<file path="config.mk">
export PLATFORM = sky130hd
export DESIGN_NAME = cbs_cdiv
export DESIGN_NICKNAME = d
export VERILOG_FILES = /design/src/rtl/cubic_bezier_segment_sampler_macros.svh /design/src/rtl/cbs_pkg.sv /design/src/rtl/cbs_cdiv.sv
export SDC_FILE = /design/constraint.sdc
export NUM_CORES = 1
export LEC_CHECK = 0
export ABC_AREA = 1
export BUFFER_PORTS_ARGS = -buffer_cell sky130_fd_sc_hd__buf_2
export CORE_MARGIN = 2
export CORE_UTILIZATION = 55
export DETAILED_ROUTE_END_ITERATION = 7
export PLACE_DENSITY = 0.84
export REMOVE_ABC_BUFFERS = 1
export SYNTH_ARGS = -nofsm -noshare
export SYNTH_HDL_FRONTEND = slang
export SYNTH_SLANG_ARGS = --single-unit
</file>
<file path="constraint.sdc">
create_clock -name i_clk -period 1.7 [get_ports i_clk]
set_input_delay 0.255 -clock i_clk [delete_from_list [all_inputs] [get_ports i_clk]]
set_output_delay 0.255 -clock i_clk [all_outputs]
set_load 0.03 [all_outputs]
</file>
<file path="src/rtl/cubic_bezier_segment_sampler_macros.svh">
// ----------------------------------------------------------------------------
// Cubic Bezier segment sampler: assertion macros
// Same-cycle and next-cycle implication checks, compiled out by ASSERT_OFF.
// ----------------------------------------------------------------------------
`ifndef CUBIC_BEZIER_SEGMENT_SAMPLER_MACROS_SVH
`define CUBIC_BEZIER_SEGMENT_SAMPLER_MACROS_SVH
`ifndef ASSERT_OFF
`define CBS_ASSERT_SAME(label, clk, rst_n, ante, cons) \
    label: assert property (@(posedge clk) disable iff (!rst_n) (ante) |-> (cons)) \
        else $error("cbs: same-cycle check failed");
`define CBS_ASSERT_NEXT(label, clk, rst_n, ante, cons) \
    label: assert property (@(posedge clk) disable iff (!rst_n) (ante) |=> (cons)) \
        else $error("cbs: next-cycle check failed");
`else
`define CBS_ASSERT_SAME(label, clk, rst_n, ante, cons)
`define CBS_ASSERT_NEXT(label, clk, rst_n, ante, cons)
`endif
`endif

</file>
<file path="src/rtl/cbs_pkg.sv">
`timescale 1ns / 1ps
// ----------------------------------------------------------------------------
// Cubic Bezier segment sampler: package
// Field widths, control-point types, saturation and Bernstein weight table.
// ----------------------------------------------------------------------------
package cbs_pkg;

    localparam int TIME_W    = 31;
    localparam int POS_W     = 32;
    localparam int IDX_W     = 6;
    localparam int TF_W      = 16;
    localparam int RT_W      = 2;
    localparam int N_SEG_DEF = 32;

    localparam logic [TF_W-1:0] TF_RESET = 16'd26214;

    localparam logic [RT_W-1:0] REQ_USE_END   = 2'b01;
    localparam logic [RT_W-1:0] REQ_USE_START = 2'b10;

    // control point time, control point position, unsaturated position sum
    localparam int CT_W  = 33;
    localparam int CP_W  = 40;
    localparam int CPS_W = 49;
    // Bernstein weight, divider input, divider range, quotient
    localparam int W_W   = 18;
    localparam int X_W   = 61;
    localparam int DIV_L = 50;
    localparam int Q_W   = 32;

    localparam logic signed [CPS_W-1:0] CP_LIM  = 49'sd549755813887;
    localparam logic signed [CPS_W-1:0] CP_NLIM = -CP_LIM;

    typedef struct packed {
        logic [RT_W-1:0]   rt;
        logic [TIME_W-1:0] t0;
        logic [TIME_W-1:0] t3;
        logic [POS_W-1:0]  p0;
        logic [POS_W-1:0]  p3;
        logic [POS_W-1:0]  ss;
        logic [POS_W-1:0]  es;
    } t_seg;

    typedef struct packed {
        logic [3:0][CT_W-1:0] t;
        logic [3:0][CP_W-1:0] p;
    } t_cps;

    typedef logic [3:0][W_W-1:0] t_wrow;
    typedef t_wrow [2**IDX_W-1:0] t_wtab;

    function automatic logic [CP_W-1:0] sat_cp(input logic signed [CPS_W-1:0] v);
        logic [CP_W-1:0] res;
        if (v > CP_LIM) begin
            res = CP_LIM[CP_W-1:0];
        end else if (v < CP_NLIM) begin
            res = CP_NLIM[CP_W-1:0];
        end else begin
            res = v[CP_W-1:0];
        end
        return res;
    endfunction

    function automatic t_wtab build_wtab(input int n);
        t_wtab tab;
        int    r;
        tab = '0;
        for (int i = 0; i < 2**IDX_W; i++) begin
            if (i <= n) begin
                r = n - i;
                tab[i][0] = W_W'(r * r * r);
                tab[i][1] = W_W'(3 * r * r * i);
                tab[i][2] = W_W'(3 * r * i * i);
                tab[i][3] = W_W'(i * i * i);
            end
        end
        return tab;
    endfunction

endpackage

</file>
<file path="src/rtl/cbs_cdiv.sv">
`timescale 1ns / 1ps
// ----------------------------------------------------------------------------
// Cubic Bezier segment sampler: constant divider
// Floor of x / N_SEG^3 by reciprocal multiply, clamped to 0 .. 2^32-1.
// ----------------------------------------------------------------------------
module cbs_cdiv #(
    parameter int N_SEG = cbs_pkg::N_SEG_DEF
) (
    input  logic                     i_clk,
    input  logic                     i_rst_n,
    input  logic                     i_en,
    input  logic                     i_valid,
    input  logic [cbs_pkg::X_W-1:0]  i_x,
    output logic                     o_valid,
    output logic [cbs_pkg::Q_W-1:0]  o_q
);

    localparam int unsigned DEN   = N_SEG * N_SEG * N_SEG;
    localparam int          L     = cbs_pkg::DIV_L;
    localparam int          K     = L + $clog2(DEN);
    localparam int          XL_W  = 25;
    localparam int          XH_W  = L - XL_W;
    localparam int          ML_W  = 26;
    localparam int          MH_W  = 26;
    localparam int          PP_W  = 51;
    localparam int          MID_W = 78;
    localparam int          TOT_W = 102;
    localparam logic [127:0] MAGIC =
        ((128'd1 << K) + 128'(DEN) - 128'd1) / 128'(DEN);
    localparam logic [MH_W-1:0] M_HI = MAGIC[ML_W +: MH_W];
    localparam logic [ML_W-1:0] M_LO = MAGIC[ML_W-1:0];
    localparam logic [cbs_pkg::X_W-1:0] X_LIM = cbs_pkg::X_W'(DEN) << cbs_pkg::Q_W;

    logic [2:0]              r_v;
    logic                    r_d1_neg, r_d1_ovf, r_d2_neg, r_d2_ovf;
    logic [PP_W-1:0]         r_hh, r_hl, r_lh, r_ll, r_d2_hh, r_d2_ll;
    logic [MID_W-1:0]        r_mid;
    logic [TOT_W-1:0]        n_tot;
    logic [XH_W-1:0]         w_xh;
    logic [XL_W-1:0]         w_xl;
    logic [cbs_pkg::Q_W-1:0] r_q;

    assign w_xh    = i_x[L-1:XL_W];
    assign w_xl    = i_x[XL_W-1:0];
    assign o_valid = r_v[2];
    assign o_q     = r_q;

    always_ff @(posedge i_clk) begin
        if (!i_rst_n) begin
            r_v <= '0;
        end else if (i_en) begin
            r_v <= {r_v[1:0], i_valid};
        end
    end

    always_comb begin
        n_tot = (TOT_W'(r_d2_hh) << (XL_W + ML_W)) + TOT_W'(r_mid) + TOT_W'(r_d2_ll);
    end

    always_ff @(posedge i_clk) begin
        if (i_en) begin
            r_d1_neg <= i_x[cbs_pkg::X_W-1];
            r_d1_ovf <= !i_x[cbs_pkg::X_W-1] && (i_x >= X_LIM);
            r_hh     <= w_xh * M_HI;
            r_hl     <= w_xh * M_LO;
            r_lh     <= w_xl * M_HI;
            r_ll     <= w_xl * M_LO;

            r_d2_neg <= r_d1_neg;
            r_d2_ovf <= r_d1_ovf;
            r_d2_hh  <= r_hh;
            r_d2_ll  <= r_ll;
            r_mid    <= (MID_W'(r_hl) << XL_W) + (MID_W'(r_lh) << ML_W);

            if (r_d2_neg) begin
                r_q <= '0;
            end else if (r_d2_ovf) begin
                r_q <= '1;
            end else begin
                r_q <= n_tot[K +: cbs_pkg::Q_W];
            end
        end
    end

endmodule
</file>
## Word-level counts from Yosys, hierarchy flattened

Cells that the tools add are included.

- Bits in registers: 133
- Input bits: 65
- Output and inout bits: 33
- Word-level logic and storage cells: 15

- Add/sub/neg operators: 1
- Order comparisons: 1
- Muxes and demuxes: 1
- Reductions and logical operators: 2

Operators with widths:

| operator | number |
|---|---|
| 97-bit by 75-bit adder with 97-bit output | 1 |
| 61-bit by 48-bit greater-or-equal comparator with 1-bit output (second input constant) | 1 |
| 32-bit two-way mux | 1 |
| 1-bit logical AND | 1 |
| 1-bit logical NOT | 1 |

## Logic depth before layout (Yosys ltp)

- Word-level depth: 2
- Depth in mapped cells: 4

## Worst setup path before layout

Ideal clock, no wire load.

- Path type: reg-to-reg
- Start point: register r_d2_ovf
- End point: register r_q, in the netlist o_q[0] (data pin)
- Library setup time: 257 ps
- Data arrival time: 737 ps
- Required time: 1,443 ps
- Setup slack: 707 ps
- Cell stages (with the launch flop): 4
- Buffers on the path: 1
- Clock period less this slack: 993 ps
- Path through: edfxtp_1 -> buf_6 -> nor2_1 -> nor2_1

- Word-level cells in the longest chain between the ends: 1

RTL lines:

| what | RTL line | text |
|---|---|---|
| start, declared | cbs_cdiv.sv:35 | `logic r_d1_neg, r_d1_ovf, r_d2_neg, r_d2_ovf;` |
| start signal, assigned | cbs_cdiv.sv:70 | `r_d2_ovf <= r_d1_ovf;` |
| 32-bit two-way mux | cbs_cdiv.sv:77 | `end else if (r_d2_ovf) begin` |
| end signal, assigned | cbs_cdiv.sv:80 | `r_q <= n_tot[K +: cbs_pkg::Q_W];` |
| end, declared | cbs_cdiv.sv:41 | `logic [cbs_pkg::Q_W-1:0] r_q;` |

No other way between the ends.
A chain may end at the register's enable or synchronous reset.

## Worst setup path after layout

- Start point: register r_q, in the netlist o_q[3]
- End point: output o_q[3] (netlist name)

RTL lines:

| what | RTL line | text |
|---|---|---|
| end, declared | cbs_cdiv.sv:15 | `output logic [cbs_pkg::Q_W-1:0] o_q` |

No word-level cell between the ends.

==> metrics.txt <==
status complete, no violations; initial antenna violation count 0; period utilization 0.684; Worst Path Arrival 0.91 ns; post_cts resized 0; top-count cell post-synth edfxtp_1; final net count 353; Max Clock Freq 0.859 GHz; max incr delay on CP ~0.4 ns; PD cells 1190 nW/um^2; top post-synthesis cells by count 100 x edfxtp_1, 78 x nor2_1; CP Class flop to output port; antenna cells 0; max_slew headroom 0.784; Worst-Margin Slew between 0.3 and 0.4 ns; fin crit period 1.16 ns; Synth cell types 10; YS warnings 0; GRT Residual Overflow 0; CTS buffer count 9; Power, Total 4.97 mW; synthesized area per cell between 15 and 20 sq um; Setup Skew ~0.010 ns; clk sink count 103; number of synthesized flops with an enable pin 100; drt total wl 4810 microns; post-synthesis cell count 196; ys async rst share 0; final setup violation count 0; DRT iter0 DRCs 76; post-detailed-route count of antenna-violating nets 0; Worst-Skew Late Latency roughly 0.34 ns; Initial Utilization 0.575; via count approximately 1800; startpoint class of the critical path flop; IO Port Bufs 82; die height 83.2 microns; area share of the leading cell type in the synthesized netlist 0.871; area grow syn2layout 21.5%; Clock power frac 0.312; Final TNS setup 0 ns; largest net degree at the start of global routing 39; clock buffer depth 2; leak pwr 1.64 nW; worst hold margin 0.0854 ns; CTS tree built; Pint 3.95 mW; WP buf/inv 1; Die ar. 6910 sq um; NetSw 1.02 mW; worst endpoint required time 1.44 ns; Crit path max-delay family flip-flops; top cell type by total area after synthesis edfxtp_1; postcts setup bufs 0; clock root cell clkbuf_8; Worst Setup End Kind output port; worst path cell trace buf_2; Max VDD drop 0.688 mV; first-pass GRT wire length between 7000 and 8000 microns; per-cell routed wire length 13.1 microns; # DRC 0; Pins Over Slew Limit 0; IO Pins 98; RSZ-0062 raised after global routing no; Max H-tree Level 3; Mapped Area 3450 sq um; number of global-route vias before repair 1684; share of power burned in registers 0.611; post-synthesis sequential area ratio 0.889; gr usage total 0.144; Placer Congestion approximately 0.68; Die X 83.2 microns; DPL Wire Length 3130 microns; CTS clk-pin slew, worst paths 0.09 ns; Worst Hold Class input pin to flop; top cells by area, synth edfxtp_1 87%, nor2_1 8.5%, dfxtp_1 1.7%, buf_6 0.98%, buf_2 0.44%; row count 28; Comb pwr share 0.077; DR pass1 iterations 4; endpoints failing hold 0; max_cap viols 0; slowest CP cell edfxtp_1; sw frac 0.206; hold buffers post-CTS 0; Yosys reg bits 103; Crit Path Max Fanout 1; dominant synthesized flop cell edfxtp_1; core footprint between 5000 and 6000 sq um; ratio of cells with drive above 1 in the final layout 0.345; DR vias/cell 4.86
placed cells by master (no fill, tap or decap), drive strengths merged:
master	Yosys	routed
clkinv	0	1
buf	6	87
nand2	3	3
o21ai	3	3
bufinv	0	2
nor2	78	78
inv	1	1
dfxtp	3	3
or2	1	1
clkbuf	0	12
clkinvlp	0	1
a21oi	1	1
edfxtp	100	100
worst paths after layout:
check,startpoint,slack (ns),to,depth (start not counted)
setup / recovery,o_q[3],0.54,o_q[3],1
hold / removal,i_x[29],0.09,r_hh[28],1
setup reg to reg,r_d2_ovf,0.62,o_q[16],3
hold reg to reg,r_hh[35],0.42,r_d2_hh[35],0
cell families (layout without fill, tap and decap cells):
family / Yosys count / in the layout / synth area share
compound gates: 4 / 4 / 0.00581
buf+inv: 7 / 104 / 0.0152
simple gates: 82 / 82 / 0.0901
flops: 103 / 103 / 0.889
cell type report:
type	instances	area (sq um)
sequential	103	3060
fill	402	1800
timing repair buffer	87	488
multi-input combinational	86	330
clock buffer	12	135
tap	75	93.8
clock inverter	4	72.6
inverter	1	3.75
through the flow:
step | area [sq um] | cells | setup slack (ns) | util
floorplan | 3400 | 190 | 0.532 | -
global placement | 3980 | 352 | 0.652 | 0.664
detailed placement | 3980 | 352 | 0.627 | 0.664
CTS | 4190 | 368 | 0.505 | 0.699
global route | 4190 | 368 | 0.490 | 0.699
finish | 4190 | 368 | 0.537 | 0.699
state kept, by name, indices dropped and copies added, names as in the netlist:
register	flops
o_q	32
r_d1_neg	1
r_d1_ovf	1
r_d2_hh	22
r_d2_neg	1
r_d2_ovf	1
r_hh	22
r_lh	10
r_mid	10
r_v	3
metal layers:
metal	vias up	GRT usage	part of all wire
met3	13	0.0408	0.056
li1	875	-	-
met2	65	0.253	0.52
met5	-	0	0
met4	0	0.0730	0.023
met1	834	0.159	0.40
power by group through the flow:
stage / combinational [mW] / clock, mW / sequential, mW
2_1_floorplan: 0.0551 / 0 / 3.23
3_3_place_gp: 0.372 / 0 / 3.09
3_5_place_dp: 0.386 / 0 / 3.10
4_1_cts: 0.387 / 1.59 / 3.04
5_1_grt: 0.416 / 1.70 / 3.06
6_report: 0.381 / 1.55 / 3.04
Power figures use the tool's default switching activity.
